<file path="config.mk">
export PLATFORM = sky130hd
export DESIGN_NAME = permutation_mutation_engine_unit
export DESIGN_NICKNAME = d
export VERILOG_FILES = /design/src/rtl/pme_pkg.sv /design/src/rtl/pme_ram.sv /design/src/rtl/pme_ring_adv.sv /design/src/rtl/permutation_mutation_engine_unit.sv
export VERILOG_INCLUDE_DIRS = /design/src /design/src/rtl
export SDC_FILE = /design/constraint.sdc
export NUM_CORES = 1
export LEC_CHECK = 0
export BUFFER_PORTS_ARGS = -buffer_cell sky130_fd_sc_hd__buf_2
export CORE_MARGIN = 1.5
export CORE_UTILIZATION = 30
export CTS_BUF_LIST = sky130_fd_sc_hd__clkbuf_4
export DETAILED_ROUTE_END_ITERATION = 8
export HOLD_SLACK_MARGIN = 0.1
export PLACE_DENSITY = 0.44
export SYNTH_ARGS = -nofsm -noshare
export SYNTH_HDL_FRONTEND = slang
export SYNTH_SLANG_ARGS = --single-unit
</file>
<file path="constraint.sdc">
create_clock -name clk_i -period 6.9 [get_ports clk_i]
set_clock_uncertainty 0.1 [all_clocks]
set_input_delay 1.035 -clock clk_i [delete_from_list [all_inputs] [get_ports clk_i]]
set_output_delay 1.035 -clock clk_i [all_outputs]
set_load 0.02 [all_outputs]
</file>
<file path="src/rtl/permutation_mutation_engine_unit_defines.svh">
// ----------------------------------------------------------------------------
// Permutation mutation engine assertion macros
// Shared concurrent-check macros, clocked on clk_i and disabled in reset.
// ----------------------------------------------------------------------------
`ifndef PERMUTATION_MUTATION_ENGINE_UNIT_DEFINES_SVH
`define PERMUTATION_MUTATION_ENGINE_UNIT_DEFINES_SVH

// Check that cons holds in the same cycle as ante
`define PME_ASSERT_SAME(lbl, ante, cons) \
  lbl: assert property (@(posedge clk_i) disable iff (!rst_ni) (ante) |-> (cons)) \
    else $error("pme check failed");

// Check that cons holds in the cycle after ante
`define PME_ASSERT_NEXT(lbl, ante, cons) \
  lbl: assert property (@(posedge clk_i) disable iff (!rst_ni) (ante) |=> (cons)) \
    else $error("pme check failed");

`endif

</file>
<file path="src/rtl/pme_pkg.sv">
// ----------------------------------------------------------------------------
// Permutation mutation engine package
// Widths, register map and operation codes shared by the engine files.
// ----------------------------------------------------------------------------
`timescale 1ns / 1ps

package pme_pkg;

  // City and position width; the tour holds one entry per position
  localparam int CITY_W      = 6;
  localparam int MAX_CITIES  = 1 << CITY_W;
  localparam int CNT_W       = CITY_W + 1;
  localparam int MIN_CITIES  = 2;

  // Configuration port
  localparam int APB_DW      = 32;
  localparam int PADDR_W     = 3;
  localparam logic REG_CITY_COUNT = 1'b0;

  typedef enum logic [2:0] {
    OP_FILL          = 3'd0,
    OP_WRITE         = 3'd1,
    OP_READ          = 3'd2,
    OP_PAIR_SWAP     = 3'd3,
    OP_BLOCK_SWAP    = 3'd4,
    OP_BLOCK_SHIFT   = 3'd5,
    OP_BLOCK_REVERSE = 3'd6,
    OP_NONE          = 3'd7
  } op_e;

endpackage

</file>
<file path="src/rtl/pme_ram.sv">
// ----------------------------------------------------------------------------
// Generic RAM
// One write port and one read port, read data registered.
// ----------------------------------------------------------------------------
`timescale 1ns / 1ps

module pme_ram #(
  parameter int WIDTH = 8,
  parameter int DEPTH = 64
) (
  input  logic                     clk_i,
  input  logic                     we_i,
  input  logic [$clog2(DEPTH)-1:0] waddr_i,
  input  logic [WIDTH-1:0]         wdata_i,
  input  logic [$clog2(DEPTH)-1:0] raddr_i,
  output logic [WIDTH-1:0]         rdata_o
);

  logic [WIDTH-1:0] mem_q [DEPTH];

  // Write and read in the same cycle; read returns stored data
  always_ff @(posedge clk_i) begin
    if (we_i) begin
      mem_q[waddr_i] <= wdata_i;
    end
    rdata_o <= mem_q[raddr_i];
  end

endmodule

</file>
<file path="src/rtl/pme_ring_adv.sv">
// ----------------------------------------------------------------------------
// Ring position advance
// Steps a tour position by one over the mutable ring 1..last.
// ----------------------------------------------------------------------------
`timescale 1ns / 1ps

module pme_ring_adv import pme_pkg::*; (
  input  logic [CITY_W-1:0] pos_i,
  input  logic [CITY_W-1:0] last_i,
  output logic [CITY_W-1:0] next_o
);

  // Wrap from the last mutable position back to position one
  assign next_o = (pos_i == last_i) ? CITY_W'(1) : CITY_W'(pos_i + 1'b1);

endmodule

</file>
<file path="src/rtl/permutation_mutation_engine_unit.sv">
// ----------------------------------------------------------------------------
// Permutation mutation engine
// Holds one tour and applies fill, write, read, swap, block swap, block
// shift and block reverse items to it, at most one element access per step.
// ----------------------------------------------------------------------------
// An item is taken when start is high and busy is low; its single result
// shows on done_o for one cycle and must be captured then. Fill, write,
// ignored and out-of-range items answer in the cycle after start; a read
// answers from ST_RD_WAIT once the registered tour data is back. Each step
// of the sequencer does at most one access to the tour memory and at most
// one ring-position advance. A fill clears all valid bits at once: the tour
// has a valid bit per entry and an entry not yet written reads as its own
// position. city_count is written over the APB port at offset 0; the user
// must write it only while idle, and the block itself does not enforce
// this.
// ----------------------------------------------------------------------------
`timescale 1ns / 1ps
`include "permutation_mutation_engine_unit_defines.svh"

module permutation_mutation_engine_unit import pme_pkg::*; (
  input  logic               clk_i,
  input  logic               rst_ni,
  // item command
  input  logic               start,
  output logic               busy,
  input  logic [2:0]         operation_i,
  input  logic [CITY_W-1:0]  first_index_i,
  input  logic [CITY_W-1:0]  second_index_i,
  input  logic [CITY_W-1:0]  block_length_i,
  input  logic [CITY_W-1:0]  shift_distance_i,
  input  logic [CITY_W-1:0]  write_value_i,
  // result
  output logic               done_o,
  output logic [CITY_W-1:0]  read_value_o,
  output logic               status_o,
  // configuration
  input  logic               psel,
  input  logic               penable,
  input  logic               pwrite,
  input  logic [PADDR_W-1:0] paddr,
  input  logic [APB_DW-1:0]  pwdata,
  output logic [APB_DW-1:0]  prdata,
  output logic               pready
);

  typedef enum logic [3:0] {
    ST_IDLE,
    ST_RD_WAIT,
    ST_WALK,
    ST_SW_RA,
    ST_SW_RB,
    ST_SW_WA,
    ST_SW_WB,
    ST_CP_RD,
    ST_CP_WR,
    ST_MV_RD,
    ST_MV_WR,
    ST_PL_RD,
    ST_PL_WR
  } state_e;

  state_e             state_q, state_d;
  op_e                op_q, op_d;
  logic [CITY_W-1:0]  blen_q, blen_d;
  logic [CITY_W-1:0]  first_q, first_d;
  logic [CITY_W-1:0]  pa_q, pa_d;
  logic [CITY_W-1:0]  pb_q, pb_d;
  logic [CITY_W-1:0]  i_q, i_d;
  logic [CITY_W-1:0]  lim_q, lim_d;
  logic [CITY_W-1:0]  wcnt_q, wcnt_d;
  logic [CITY_W-1:0]  tmp_q, tmp_d;
  logic               done_q, done_d;
  logic [CITY_W-1:0]  rval_q, rval_d;
  logic               status_q, status_d;

  logic [CNT_W-1:0]   city_count_q;
  logic [CNT_W-1:0]   n_eff;
  logic [CITY_W-1:0]  last_pos;
  logic               first_in, start_ok, second_ok, wval_ok;

  logic [MAX_CITIES-1:0] valid_q;
  logic                  valid_clr;
  logic                  rvalid_q;
  logic [CITY_W-1:0]     raddr_q;

  logic               t_we;
  logic [CITY_W-1:0]  t_waddr, t_wdata, t_raddr, t_rdata, tour_rd;
  logic               s_we;
  logic [CITY_W-1:0]  s_waddr, s_wdata, s_raddr, scr_rd;

  logic [CITY_W-1:0]  adv_in, adv_out;

  // Configuration port: zero-wait writes, register read-back
  assign pready = 1'b1;
  assign prdata = (paddr[2] == REG_CITY_COUNT) ?
                  {{(APB_DW-CNT_W){1'b0}}, city_count_q} : '0;

  always_ff @(posedge clk_i or negedge rst_ni) begin
    if (!rst_ni) begin
      city_count_q <= CNT_W'(MAX_CITIES);
    end else if (psel && penable && pwrite && pready && paddr[2] == REG_CITY_COUNT) begin
      city_count_q <= pwdata[CNT_W-1:0];
    end
  end

  // Saturate the city count and derive the last ring position
  always_comb begin
    if (city_count_q < CNT_W'(MIN_CITIES)) begin
      n_eff = CNT_W'(MIN_CITIES);
    end else if (city_count_q > CNT_W'(MAX_CITIES)) begin
      n_eff = CNT_W'(MAX_CITIES);
    end else begin
      n_eff = city_count_q;
    end
  end

  assign last_pos  = CITY_W'(n_eff - 1'b1);
  assign first_in  = {1'b0, first_index_i} < n_eff;
  assign start_ok  = first_in && (first_index_i != '0);
  assign second_ok = ({1'b0, second_index_i} < n_eff) && (second_index_i != '0);
  assign wval_ok   = {1'b0, write_value_i} < n_eff;

  // Tour and block scratch memories
  pme_ram #(.WIDTH(CITY_W), .DEPTH(MAX_CITIES)) u_tour (
    .clk_i   (clk_i),
    .we_i    (t_we),
    .waddr_i (t_waddr),
    .wdata_i (t_wdata),
    .raddr_i (t_raddr),
    .rdata_o (t_rdata)
  );

  pme_ram #(.WIDTH(CITY_W), .DEPTH(MAX_CITIES)) u_scratch (
    .clk_i   (clk_i),
    .we_i    (s_we),
    .waddr_i (s_waddr),
    .wdata_i (s_wdata),
    .raddr_i (s_raddr),
    .rdata_o (scr_rd)
  );

  // Track entry validity; an unwritten entry reads as its own position
  always_ff @(posedge clk_i or negedge rst_ni) begin
    if (!rst_ni) begin
      valid_q  <= '0;
      rvalid_q <= 1'b0;
      raddr_q  <= '0;
    end else begin
      if (valid_clr) begin
        valid_q <= '0;
      end else if (t_we) begin
        valid_q[t_waddr] <= 1'b1;
      end
      rvalid_q <= valid_q[t_raddr];
      raddr_q  <= t_raddr;
    end
  end

  assign tour_rd = rvalid_q ? t_rdata : raddr_q;

  // Shared ring advance: partner pointer in its steps, else the block pointer
  always_comb begin
    case (state_q)
      ST_WALK, ST_SW_WB, ST_MV_WR, ST_PL_WR: adv_in = pb_q;
      default:                               adv_in = pa_q;
    endcase
  end

  pme_ring_adv u_adv (
    .pos_i  (adv_in),
    .last_i (last_pos),
    .next_o (adv_out)
  );

  // Sequencer next state and memory control
  always_comb begin
    state_d   = state_q;
    op_d      = op_q;
    blen_d    = blen_q;
    first_d   = first_q;
    pa_d      = pa_q;
    pb_d      = pb_q;
    i_d       = i_q;
    lim_d     = lim_q;
    wcnt_d    = wcnt_q;
    tmp_d     = tmp_q;
    done_d    = 1'b0;
    rval_d    = rval_q;
    status_d  = status_q;
    valid_clr = 1'b0;
    t_we      = 1'b0;
    t_waddr   = pa_q;
    t_wdata   = tour_rd;
    t_raddr   = pa_q;
    s_we      = 1'b0;
    s_waddr   = i_q;
    s_wdata   = tour_rd;
    s_raddr   = i_q;

    case (state_q)
      ST_IDLE: begin
        if (start) begin
          op_d     = op_e'(operation_i);
          blen_d   = block_length_i;
          first_d  = first_index_i;
          pa_d     = first_index_i;
          pb_d     = first_index_i;
          i_d      = '0;
          lim_d    = block_length_i;
          wcnt_d   = shift_distance_i;
          rval_d   = '0;
          status_d = 1'b0;
          case (op_e'(operation_i))
            OP_FILL: begin
              valid_clr = 1'b1;
              done_d    = 1'b1;
            end
            OP_WRITE: begin
              if (first_in && wval_ok) begin
                t_we    = 1'b1;
                t_waddr = first_index_i;
                t_wdata = write_value_i;
              end else begin
                status_d = 1'b1;
              end
              done_d = 1'b1;
            end
            OP_READ: begin
              if (first_in) begin
                t_raddr = first_index_i;
                state_d = ST_RD_WAIT;
              end else begin
                status_d = 1'b1;
                done_d   = 1'b1;
              end
            end
            OP_PAIR_SWAP: begin
              if (start_ok && second_ok) begin
                pb_d    = second_index_i;
                lim_d   = CITY_W'(1);
                state_d = ST_SW_RA;
              end else begin
                status_d = 1'b1;
                done_d   = 1'b1;
              end
            end
            OP_BLOCK_SWAP: begin
              if (start_ok) begin
                state_d = ST_WALK;
              end else begin
                status_d = 1'b1;
                done_d   = 1'b1;
              end
            end
            OP_BLOCK_SHIFT, OP_BLOCK_REVERSE: begin
              if (start_ok) begin
                state_d = ST_CP_RD;
              end else begin
                status_d = 1'b1;
                done_d   = 1'b1;
              end
            end
            default: begin
              done_d = 1'b1;
            end
          endcase
        end
      end

      // Return the read entry
      ST_RD_WAIT: begin
        rval_d  = tour_rd;
        done_d  = 1'b1;
        state_d = ST_IDLE;
      end

      // Walk the partner pointer forward by the block offset
      ST_WALK: begin
        if (wcnt_q == '0) begin
          state_d = ST_SW_RA;
        end else begin
          pb_d   = adv_out;
          wcnt_d = CITY_W'(wcnt_q - 1'b1);
        end
      end

      // Swap one pair: read both, then write both
      ST_SW_RA: begin
        if (i_q == lim_q) begin
          done_d  = 1'b1;
          state_d = ST_IDLE;
        end else begin
          t_raddr = pa_q;
          state_d = ST_SW_RB;
        end
      end
      ST_SW_RB: begin
        t_raddr = pb_q;
        tmp_d   = tour_rd;
        state_d = ST_SW_WA;
      end
      ST_SW_WA: begin
        t_we    = 1'b1;
        t_waddr = pa_q;
        t_wdata = tour_rd;
        pa_d    = adv_out;
        state_d = ST_SW_WB;
      end
      ST_SW_WB: begin
        t_we    = 1'b1;
        t_waddr = pb_q;
        t_wdata = tmp_q;
        pb_d    = adv_out;
        i_d     = CITY_W'(i_q + 1'b1);
        state_d = ST_SW_RA;
      end

      // Copy the block into scratch; the block pointer ends past the block
      ST_CP_RD: begin
        if (i_q == lim_q) begin
          i_d  = '0;
          pb_d = first_q;
          if (op_q == OP_BLOCK_SHIFT) begin
            lim_d   = wcnt_q;
            state_d = ST_MV_RD;
          end else begin
            lim_d   = blen_q;
            state_d = ST_PL_RD;
          end
        end else begin
          t_raddr = pa_q;
          pa_d    = adv_out;
          state_d = ST_CP_WR;
        end
      end
      ST_CP_WR: begin
        s_we    = 1'b1;
        s_waddr = i_q;
        s_wdata = tour_rd;
        i_d     = CITY_W'(i_q + 1'b1);
        state_d = ST_CP_RD;
      end

      // Move the run down over the block
      ST_MV_RD: begin
        if (i_q == lim_q) begin
          i_d     = '0;
          lim_d   = blen_q;
          state_d = ST_PL_RD;
        end else begin
          t_raddr = pa_q;
          pa_d    = adv_out;
          state_d = ST_MV_WR;
        end
      end
      ST_MV_WR: begin
        t_we    = 1'b1;
        t_waddr = pb_q;
        t_wdata = tour_rd;
        pb_d    = adv_out;
        i_d     = CITY_W'(i_q + 1'b1);
        state_d = ST_MV_RD;
      end

      // Place scratch back, reversed for a block reverse
      ST_PL_RD: begin
        if (i_q == lim_q) begin
          done_d  = 1'b1;
          state_d = ST_IDLE;
        end else begin
          if (op_q == OP_BLOCK_REVERSE) begin
            s_raddr = CITY_W'(blen_q - i_q - 1'b1);
          end else begin
            s_raddr = i_q;
          end
          state_d = ST_PL_WR;
        end
      end
      ST_PL_WR: begin
        t_we    = 1'b1;
        t_waddr = pb_q;
        t_wdata = scr_rd;
        pb_d    = adv_out;
        i_d     = CITY_W'(i_q + 1'b1);
        state_d = ST_PL_RD;
      end

      default: begin
        state_d = ST_IDLE;
      end
    endcase
  end

  // Hold sequencer state and the registered result
  always_ff @(posedge clk_i or negedge rst_ni) begin
    if (!rst_ni) begin
      state_q  <= ST_IDLE;
      op_q     <= OP_NONE;
      i_q      <= '0;
      lim_q    <= '0;
      wcnt_q   <= '0;
      done_q   <= 1'b0;
      rval_q   <= '0;
      status_q <= 1'b0;
    end else begin
      state_q  <= state_d;
      op_q     <= op_d;
      i_q      <= i_d;
      lim_q    <= lim_d;
      wcnt_q   <= wcnt_d;
      done_q   <= done_d;
      rval_q   <= rval_d;
      status_q <= status_d;
    end
  end

  // Payload registers
  always_ff @(posedge clk_i) begin
    blen_q  <= blen_d;
    first_q <= first_d;
    pa_q    <= pa_d;
    pb_q    <= pb_d;
    tmp_q   <= tmp_d;
  end

  assign busy         = (state_q != ST_IDLE);
  assign done_o       = done_q;
  assign read_value_o = rval_q;
  assign status_o     = status_q;

  // Checks
  `PME_ASSERT_SAME(a_loop_bound, 1'b1, i_q <= lim_q)
  `PME_ASSERT_SAME(a_reject_zero, done_o && status_o, read_value_o == '0)
  `PME_ASSERT_NEXT(a_accept_progress, start && !busy, busy || done_o)
  `PME_ASSERT_NEXT(a_read_reply, state_q == ST_RD_WAIT, done_o && !busy)

endmodule

</file>
**Word level (Yosys, flattened, before mapping)**

Memories as Yosys holds them, arrays and structs flattened. A register that Yosys moved wholly into a read port is not among the register bits.
Cells that the tools add are included.

- $lt $le $gt $ge: 8
- Reduce and logical (&&, ||, !) cells: 37
- $add $sub $neg: 6
- Muxes and demuxes: 84
- Bitwise gates (word level): 2
- Eq/ne operators: 34

Operators with widths:

| operator | number |
|---|---|
| $mux 6 | 32 |
| $mux 64 | 2 |
| $pmux 6 s3 | 4 |
| $or 64x64->64 | 1 |
| $pmux 4 s12 | 1 |
| $pmux 6 s2 | 4 |
| $mux 4 | 8 |
| $pmux 6 s4 | 1 |
| $lt 6x7->1 | 3 |
| $mux 7 | 3 |
| $eq 4x4->1 const B | 5 |
| $mux 1 | 20 |
| $sub 6x1->6 const B | 3 |
| $eq 4x3->1 const B | 4 |
| $pmux 4 s4 | 1 |
| $eq 3x3->1 const B | 5 |
| $lt 6x7->1 const B | 2 |
| $add 6x1->6 const B | 2 |
| $eq 6x6->1 | 2 |
| $ne 2x2->1 const B | 6 |
| $ne 3x3->1 const B | 4 |
| $reduce_bool 6->1 | 2 |
| $reduce_or 4->1 | 3 |
| $reduce_and 3->1 | 3 |
| 30 further kinds | 50 |

- Word-level logic and storage cells: 190
- Memories: 2
- Memory bits (writable): 768
- Output and inout port bits: 42
- Input bits: 74
- Register bits: 141

Memory list:

| memory | words | bits a word | rd ports | clocked after memory_dff | write ports | RTL line | source |
|---|---|---|---|---|---|---|---|
| u_scratch.mem_q | 64 | 6 | 1 | 1 | 1 | pme_ram.sv:19 | `logic [WIDTH-1:0] mem_q [DEPTH];` |
| u_tour.mem_q | 64 | 6 | 1 | 1 | 1 | pme_ram.sv:19 |  |

**Depth between registers and ports, before layout**

Gate-level depths: netlist (run 1).

- Depth in word-level cells: 16
- Mapped depth: 19
- Gate-level depth less buffers: 15

**Modules after synthesis**

A second synthesis (run 1) with hierarchy kept.

- Cells, all modules: 2399
- Area, all modules: 39286.4 um2

Modules (own cells, without submodules):

| module | instances | cells an instance | area an instance (um2) |
|---|---|---|---|
| pme_ram (u_tour) | 1 | 720 | 15225.9 |
| pme_ram (u_scratch) | 1 | 729 | 15205.8 |
| permutation_mutation_engine_unit | 1 | 927 | 8668.3 |
| pme_ring_adv | 1 | 23 | 186.4 |

**Worst setup path after synthesis (run 1)**

No wires, ideal clock.

- Kind: register to register
- From: register city_count_q[1]
- To: memory u_tour.mem_q[0][0] (netlist name) (data pin)
- Slack: 1548 ps
- Data arrival time: 4704 ps
- Buffers on the path: 2
- Setup time: 548 ps
- Cell stages (with the launch flop): 13
- Cell sequence: dfrtp_1 -> or4_4 -> nor2_1 -> o21ai_0 -> ha_1 -> o21a_1 -> o221a_2 -> nor4_1 -> o21a_1 -> buf_2 -> clkbuf_1 -> o21ai_0 -> a21oi_1

- Word-level cells in the longest chain between the ends: 9
- Elaborated cells on any way between the ends: 11
- Classes of those cells: order compare (4); mux (6); reduce/logical (1)

RTL lines:

| what | RTL line | source |
|---|---|---|
| start, declared | permutation_mutation_engine_unit.sv:76 | `logic [CNT_W-1:0] city_count_q;` |
| start signal, assigned | permutation_mutation_engine_unit.sv:100 | `city_count_q <= CNT_W'(MAX_CITIES);` |
| start signal, assigned | permutation_mutation_engine_unit.sv:102 | `city_count_q <= pwdata[CNT_W-1:0];` |
| $gt 7x7->1 | permutation_mutation_engine_unit.sv:110 | `end else if (city_count_q > CNT_W'(MAX_CITIES)) begin` |
| $mux 7 | permutation_mutation_engine_unit.sv:110 |  |
| $mux 7 * | permutation_mutation_engine_unit.sv:108 | `if (city_count_q < CNT_W'(MIN_CITIES)) begin` |
| $lt 6x7->1 (on tied branches) | permutation_mutation_engine_unit.sv:118, permutation_mutation_engine_unit.sv:121 |  |
| $logic_and 1x1->1 * | permutation_mutation_engine_unit.sv:219 | `if (first_in && wval_ok) begin` |
| $mux 6 * | permutation_mutation_engine_unit.sv:219 |  |
| $mux 6 * | permutation_mutation_engine_unit.sv:213 | `case (op_e'(operation_i))` |
| $mux 6 * | permutation_mutation_engine_unit.sv:202 | `if (start) begin` |
| $pmux 6 s3 * | permutation_mutation_engine_unit.sv:200 | `case (state_q)` |
| named net t_wdata[0] | permutation_mutation_engine_unit.sv:87 | `logic [CITY_W-1:0] t_waddr, t_wdata, t_raddr, t_rdata, tour_rd;` |
| end, declared | pme_ram.sv:19 |  |

Mark *: on every way through the listed nets, which the timed path passes. The rest lies on a longest branch.

**Worst setup path in the final report (run 1)**

- From: register city_count_q[1]
- To: memory u_tour.mem_q[12][2] (netlist name) (enable)

- Word-level cells in the longest chain between the ends: 11
- Elaborated cells on any way between the ends: 17
- Classes of those cells: order compare (4); mux (12); reduce/logical (1)

RTL lines:

| what | RTL line | source |
|---|---|---|
| $gt 7x7->1 | permutation_mutation_engine_unit.sv:110 |  |
| $mux 7 | permutation_mutation_engine_unit.sv:110 |  |
| $mux 7 * | permutation_mutation_engine_unit.sv:108 |  |
| $lt 6x7->1 (on tied branches) | permutation_mutation_engine_unit.sv:118, permutation_mutation_engine_unit.sv:121 |  |
| $logic_and 1x1->1 * | permutation_mutation_engine_unit.sv:219 |  |
| $mux 1 | permutation_mutation_engine_unit.sv:219 |  |
| $mux 1 | permutation_mutation_engine_unit.sv:213 |  |
| $mux 1 | permutation_mutation_engine_unit.sv:202 |  |
| $pmux 1 s2 | permutation_mutation_engine_unit.sv:200 |  |
| $mux 1 | pme_ram.sv:23 | `if (we_i) begin` |
| $mux 1 (implied by the code) | pme_ram.sv:24 | `mem_q[waddr_i] <= wdata_i;` |

Every way passes the cells marked *; elsewhere a longest branch is shown, timed or not.

==> results of run 1 <==
## worst paths after layout
| kind | start | endpoint | slack, ns | cells after the start |
|---|---|---|---|---|
| setup / recovery | city_count_q[1]$_DFFE_PN0P_ | u_tour.mem_q[12][2]$_DFFE_PP_ | 0.78 | 13 |
| hold / removal | rst_ni | status_o$_DFFE_PN0P_ | 0.26 | 2 |
| setup reg to reg | city_count_q[1]$_DFFE_PN0P_ | u_tour.mem_q[12][2]$_DFFE_PP_ | 0.78 | 13 |
| hold reg to reg | op_q[1]$_DFFE_PN1P_ | op_q[1]$_DFFE_PN1P_ | 0.36 | 2 |
| max in group asynchronous | rst_ni | valid_q[14]$_DFFE_PN0P_ | 4.96 | 3 |
| min in group clk_i | second_index_i[0] | pb_q[0]$_DFFE_PP_ | 0.27 | 4 |
## repair_timing
action | 4_1_cts | 5_1_grt
hold buffers | 30 | 0
endpoints found under the hold margin | 89 | 0
gates resized for setup | 0 | 0
## power breakdown
group          internal (mW)  total, mW  switching [mW]  leakage (nW)
Combinational           2.09       7.73            5.64          5.82
Clock                   2.53       4.89            2.36          1.90
Sequential              7.90       8.21           0.312          8.72
Total                   12.5       20.8            8.31          16.4
## registers in the layout, summed over array words and instances, names as in the netlist, 3 cells and up
signal,cells
tmp_q,6
pb_q,6
first_q,6
u_tour.mem_q,384
u_scratch.mem_q,384
city_count_q,7
valid_q,64
state_q,4
raddr_q,6
blen_q,6
read_value_o,6
i_q,6
wcnt_q,6
u_scratch.rdata_o,6
lim_q,6
op_q,3
pa_q,6
u_tour.rdata_o,6
## stage by stage
| stage | setup WS (ns) | total power, mW | utilization [%] | hold slack (ns) |
|---|---|---|---|---|
| global placement | 0.931 | 16.2 | 32.1 | 0.358 |
| floorplan | 1.55 | 12.9 | - | 0.344 |
| global route | 0.492 | 22.0 | 34.8 | 0.168 |
| CTS | 0.773 | 21.2 | 34.8 | 0.107 |
| detailed placement | 0.927 | 16.2 | 32.1 | 0.357 |
| finish | 0.781 | 20.8 | 34.8 | 0.265 |
## worst max-delay path, stage by stage, from the launching register on
cell	delay, ns
dfrtp_1	0.43
or4_4	0.59
nor2_1	0.10
o21ai_0	0.25
ha_1	0.38
o21a_1	0.19
o221a_2	0.31
nor4_1	0.26
o21a_1	0.55
mux2_2	0.40
a221oi_1	0.44
and2_1	0.36
nand2_1	0.53
nor2_1	0.74
## synthesized netlist by cell type, drive strengths merged (21+ instances only)
| cell type | count |
|---|---|
| nand2b | 22 |
| clkbuf | 88 |
| o22ai | 32 |
| nand3 | 196 |
| nor2 | 208 |
| and3 | 58 |
| nand2 | 695 |
| o21ai | 64 |
| mux2i | 59 |
| inv | 35 |
| a21oi | 133 |
| nor2b | 28 |
| edfxtp | 798 |
| a31oi | 75 |
| buf | 124 |
| ha | 25 |
| a22oi | 21 |
| a21o | 61 |
| mux2 | 26 |
| a311oi | 54 |
| dfrtp | 107 |
## metal layers
metal / vias to the layer above / wire, um
li1: 12500 / -
met1: 13300 / 55300
met2: 679 / 55700
met3: 151 / 5600
met4: 0 / 2100
met5: - / 0
## cell type report
class,instances,area [um2]
Antenna cell,10,25.0
Tap cell,1755,2200
Clock buffer,362,2720
Sequential cell,921,27000
Fill cell,13100,85700
Multi-Input combinational cell,2043,11800
Inverter,36,141
Clock inverter,85,498
Timing Repair Buffer,177,1370
## logic make-up (layout without fill, tap and decap cells)
group / after synthesis / after routing / share of synthesized area [%]
AND/OR/NAND/NOR: 1272 / 1272 / 13.9
XOR/XNOR: 27 / 27 / 0.595
AO/OA/AOI/OAI: 591 / 591 / 10.6
buffers and inverters: 248 / 660 / 2.98
flip-flops: 921 / 921 / 67.9
adder cells (fa/ha/maj): 26 / 26 / 0.837
other: 2 / 36 / 0.0189
multiplexers: 101 / 101 / 3.18
==> flow_summary.toml, run 1 <==
[setup_path]
crit_arrival_ns = 6.76
path_class = "register to register"
cp_data_required_time_ns = 7.54
end_kind = "register"
worstSetupStartpointType = "register"
cp_max_fo = 14

[route]
wl_mm = 119
drtAntennaViolNets = 0
wl_per_cell_um = 22.0
viasPerCell = 4.94
dr.pass1.iters = 6
drc_errors = 0
drtIter0Drc = 2064
via_count = 26600

[global_routing]
gr-total-overflow = 0
met2_usage_pct = 27.6
grt_max_degree = 123
track_usage_pct = 17.4
use_met3_pct = 3.19
grt_first_pass_wirelength_mm = 176
grt-busiest-layer = "met2"
antenna_found_initial = 6
grt_pass1_vias = 26400
use_met1_pct = 24.3

[cts]
clkTransAtPathRegs_ns = 0.07
cts_inserted_buffers = 240
root_buffer = "clkbuf_4"
insertion_delay_ns = 1.21
cts_sinks = 921
htreeDepth = 4
cts_setup_buffers = 0
cts_tree = "done"
cts_max_path_buffers = 3

[place]
gp_congestion = 0.806
placed_cells = 4902
port_buffers = 62
dp_hpwl_mm = 72.6
dpl_cell_area_um2 = 42200

[timing]
final-max-slew-violation-count = 0
fmax_mhz = 163
min_period_over_period_pct = 88.7
rsz0062_at_grt = "no"
tightest_slew_ns = 1.09
slew_headroom_pct = 27.0
final-hold-violation-count = 0
fin_setup_tns_ns = 0
fin_crit_ns = 6.12
report.final.setup_viol = 0

[finish]
final_cell_mix = "edfxtp_1 (798), nand2_1 (693), clkbuf_4 (362), nor2_1 (201), nand3_1 (195)"
drive_above_1_share_pct = 17.6
layout_commonest_cell = "edfxtp_1"
nets = 3519
synthToLayoutAreaGrowth_pct = 15.1
finalInstanceArea_um2 = 45700
final_cells = 5389

[run]
maxCapViolCount = 0

[floorplan]
std_cell_rows = 133
die_x_um = 367
initial_core_util_pct = 30.2
num_io_pins = 116
dieHeight_um = 367
die_area_um2 = 135000
core_um2 = 131000

[yosys]
synth_area_leaders = "edfxtp_1 (60%), dfrtp_1 (6.7%), nand2_1 (6.6%), nand3_1 (2.5%), nor2_1 (1.9%)"
syn_avg_cell_area_um2 = 12.5
synth-edff-count = 798
synth_warnings = 0
synth_area_um2 = 39800
syn_inst = 3188
ys_async_sr_fraction_pct = 12.1
ys_ff_latch = 921
seq_area_frac_synth_pct = 67.9
ys_types = 92
synth_top_area_share_pct = 60.3
yosysTopAreaCell = "edfxtp_1"
yosys_most_used_dff = "edfxtp_1"

[run_status]
outcome = "finished clean"

[power]
pwr_density_cell_nw_per_um2 = 455
vdd_drop_max_v = 0.000466
p_leak_nw = 16.4

[min_path]
hold_class = "input pin to async pin"
(Power assumes the default switching activity.)
==> run 2, diff against run 1 <==
Settings changed: ABC_AREA set to 1, CTS_BUF_LIST sky130_fd_sc_hd__clkbuf_4 to unset.
==> run 2 against run 1 <==
Compared with the run above:
- register-to-register slack improved by 1.1 ns
- critical path depth rose by 13
- setup slack improved by 1.1 ns
- first-iteration DRC count grew 4.3%
- combinational power fell by 97%
- synthesized cell count increased by 38%
- critical path type unchanged
- critical endpoint is now u_tour.rdata_o[0]$_DFF_P_
- largest cell class unchanged
==> flow_summary.toml, run 2 <==
[power]
pwr_density_cell_nw_per_um2 = 247
clkPwrFrac_pct = 48.0
switching_share_pct = 21.0
p_seq_share_pct = 49.9
p_comb_share_pct = 2.0
vdd_drop_max_v = 0.000202
p_int_mw = 9.52
p_leak_nw = 20.2
p_switching_mw = 2.53

[floorplan]
core_um2 = 143000
std_cell_rows = 139
initial_core_util_pct = 30.2
num_io_pins = 116
die_area_um2 = 147000
die_x_um = 383
dieHeight_um = 383

[global_routing]
antenna_found_initial = 2
use_met3_pct = 2.56
met2_usage_pct = 27.9
grt_first_pass_wirelength_mm = 185
use_met1_pct = 22.5
grt_pass1_vias = 28600
gr-total-overflow = 0
grt_max_degree = 154
grt-busiest-layer = "met2"
track_usage_pct = 16.7

[yosys]
synth_top_family_by_area = "simple AND/OR/NAND/NOR gates"
ys_async_sr_fraction_pct = 12.1
syn_inst = 4391
synth-edff-count = 798
yosys.area_share.xor_xnor_pct = 0.324
seq_area_frac_synth_pct = 62.3
ys_types = 58
synth.top_cells.by_count = "nand2_1 (919), nand3_1 (847), edfxtp_1 (798)"
synth_area_um2 = 43300
yosys_most_used_dff = "edfxtp_1"
synth_top_area_share_pct = 55.3
synth_warnings = 0
synth-simple-area-share_pct = 23.0
syn_avg_cell_area_um2 = 9.86
ys_ff_latch = 921
synth_fa_ha_area_share_pct = 0.768
yosysTopAreaCell = "edfxtp_1"
synth_area_leaders = "edfxtp_1 (55%), nand3_1 (9.8%), nand2_1 (8.0%), inv_1 (6.6%), dfrtp_1 (6.2%)"
synth_most_common_cell = "nand2_1"
synthMuxAreaShare_pct = 0
synth_compound_area_share_pct = 3.59

[timing]
final-max-slew-violation-count = 0
fmax_mhz = 200
report.final.setup_viol = 0
rsz0062_at_grt = "no"
whs_ns = 0.221
slew_headroom_pct = 21.7
tightest_slew_ns = 1.18
final-hold-violation-count = 0
fin_crit_ns = 4.99
fin_setup_tns_ns = 0
min_period_over_period_pct = 72.3

[place]
placed_cells = 6187
gp_congestion = 0.795
dp_hpwl_mm = 72.1
port_buffers = 62

[setup_path]
crit_arrival_ns = 5.48
cp_data_required_time_ns = 7.39
worstSetupStartpointType = "register"
cp_max_fo = 82
reg2reg_slack_ns = 1.91
path_class = "register to register"
end_kind = "register"

[finish]
reg.largest.list = "u_scratch.mem_q (384), u_tour.mem_q (384), valid_q (64)"
synthToLayoutAreaGrowth_pct = 12.7
drive_above_1_share_pct = 8.10
fillCellCount = 14700
finish.utilization_pct = 34.0
nets = 4490
final_cell_mix = "nand2_1 (917), nand3_1 (846), edfxtp_1 (798), inv_1 (753), nor2_1 (153)"
layout_commonest_cell = "nand2_1"
final_cells = 6383

[cts]
cts_resized = 0
cts_inserted_buffers = 104
root_buffer = "clkbuf_16"
clkTransAtPathRegs_ns = 0.06
htreeDepth = 3
hold_buffers = 0
cts_setup_buffers = 0
cts_tree = "done"
insertion_delay_ns = 0.72
cts_sinks = 921
cts_max_path_buffers = 3

[route]
drtIter0Drc = 2153
viasPerCell = 4.64
via_count = 29600
drc_errors = 0
wl_mm = 124
wl_per_cell_um = 19.4
drtAntennaViolNets = 0
dr.pass1.iters = 6

[run_status]
outcome = "finished clean"

[min_path]
hold_class = "input pin to async pin"

[run]
maxCapViolCount = 0
[run 2: changes by cell type after synthesis, moves of 33 or more]
cell	delta
inv_1	+729
buf_2	+33
mux2i_1	-59
nor2_1	-48
nand3b_1	+129
nand3_1	+652
a31oi_1	-72
nand2_1	+225
and3_1	-58
a21o_1	-60
a311oi_1	-54
[run 2: cell families (layout without fill, tap and decap cells)]
group,count (synthesis),count (layout)
and+or+nand+nor,2133,2133
buffers and inverters,1023,1087
DFF,921,921
AOI/OAI and AO/OA,270,270
adders and majority gates,26,26
xor gates and xnor gates,16,16
other,2,27
[run 2: cell type report]
class	instances	area [um2]	share of cell area, %
flip-flops and latches	921	27000	55.3
multi-input cells	2471	12200	25.1
inverters	784	2950	6.05
clock buffers	139	2830	5.79
well taps	1903	2380	4.88
repair buffers	108	712	1.46
clock inverters	56	706	1.45
diodes	1	2.50	0.00513
[run 2: metrics by stage]
step	area (um2)	total power, mW	setup WS (ns)
floorplan	43400	6.30	2.07
global route	48800	12.4	1.50
finish	48800	12.0	1.91
global placement	45300	6.37	1.94
detailed placement	45300	6.37	1.93
CTS	48800	12.2	1.89
[run 2: worst max-delay path: stages, from the launching register on]
cell and delay [ns]:
dfrtp_1 0.42, nor2_1 0.17, nand2_1 0.07, inv_1 0.06
nand3_1 0.06, nand2_1 0.11, inv_1 0.06, o21ai_0 0.23
inv_1 0.17, ha_1 0.31, nand2_1 0.04, inv_1 0.05
nand2_1 0.05, nand2_1 0.14, nand2_4 0.11, nand3_4 0.14
nand2_1 0.11, nand3_4 0.10, buf_4 0.47, buf_4 0.85
nand3b_1 0.14, nand3_1 0.18, nand3_1 0.10, nand3_1 0.18
nand3_1 0.09, nand3_1 0.15, nand2_1 0.07
[run 2: power groups by stage]
stage                     Sequential, mW  Combinational, mW  Clock, mW
after floorplan                     6.12              0.176          0
after global placement              6.12              0.247          0
after detailed placement            6.13              0.249          0
after CTS                           6.01              0.250       5.92
after global routing                6.01              0.280       6.12
final                               6.01              0.246       5.78
[run 2: worst paths after layout]
check / from / endpoint / cells past startpoint
worst max-delay path: city_count_q[4]$_DFFE_PN0P_ / u_tour.rdata_o[0]$_DFF_P_ / 26
worst min-delay path: rst_ni / valid_q[48]$_DFFE_PN0P_ / 1
worst max register to register: city_count_q[4]$_DFFE_PN0P_ / u_tour.rdata_o[0]$_DFF_P_ / 26
worst min register to register: status_o$_DFFE_PN0P_ / status_o$_DFFE_PN0P_ / 2
max in group asynchronous: rst_ni / lim_q[0]$_DFFE_PN0P_ / 2
min in group clk_i: status_o$_DFFE_PN0P_ / status_o$_DFFE_PN0P_ / 2
[run 2: layer usage]
layer,part of all wire (%),up-vias
met3,4.0,165
met4,2.6,0
met1,46,14300
met2,48,575
met5,0,-
li1,-,14500
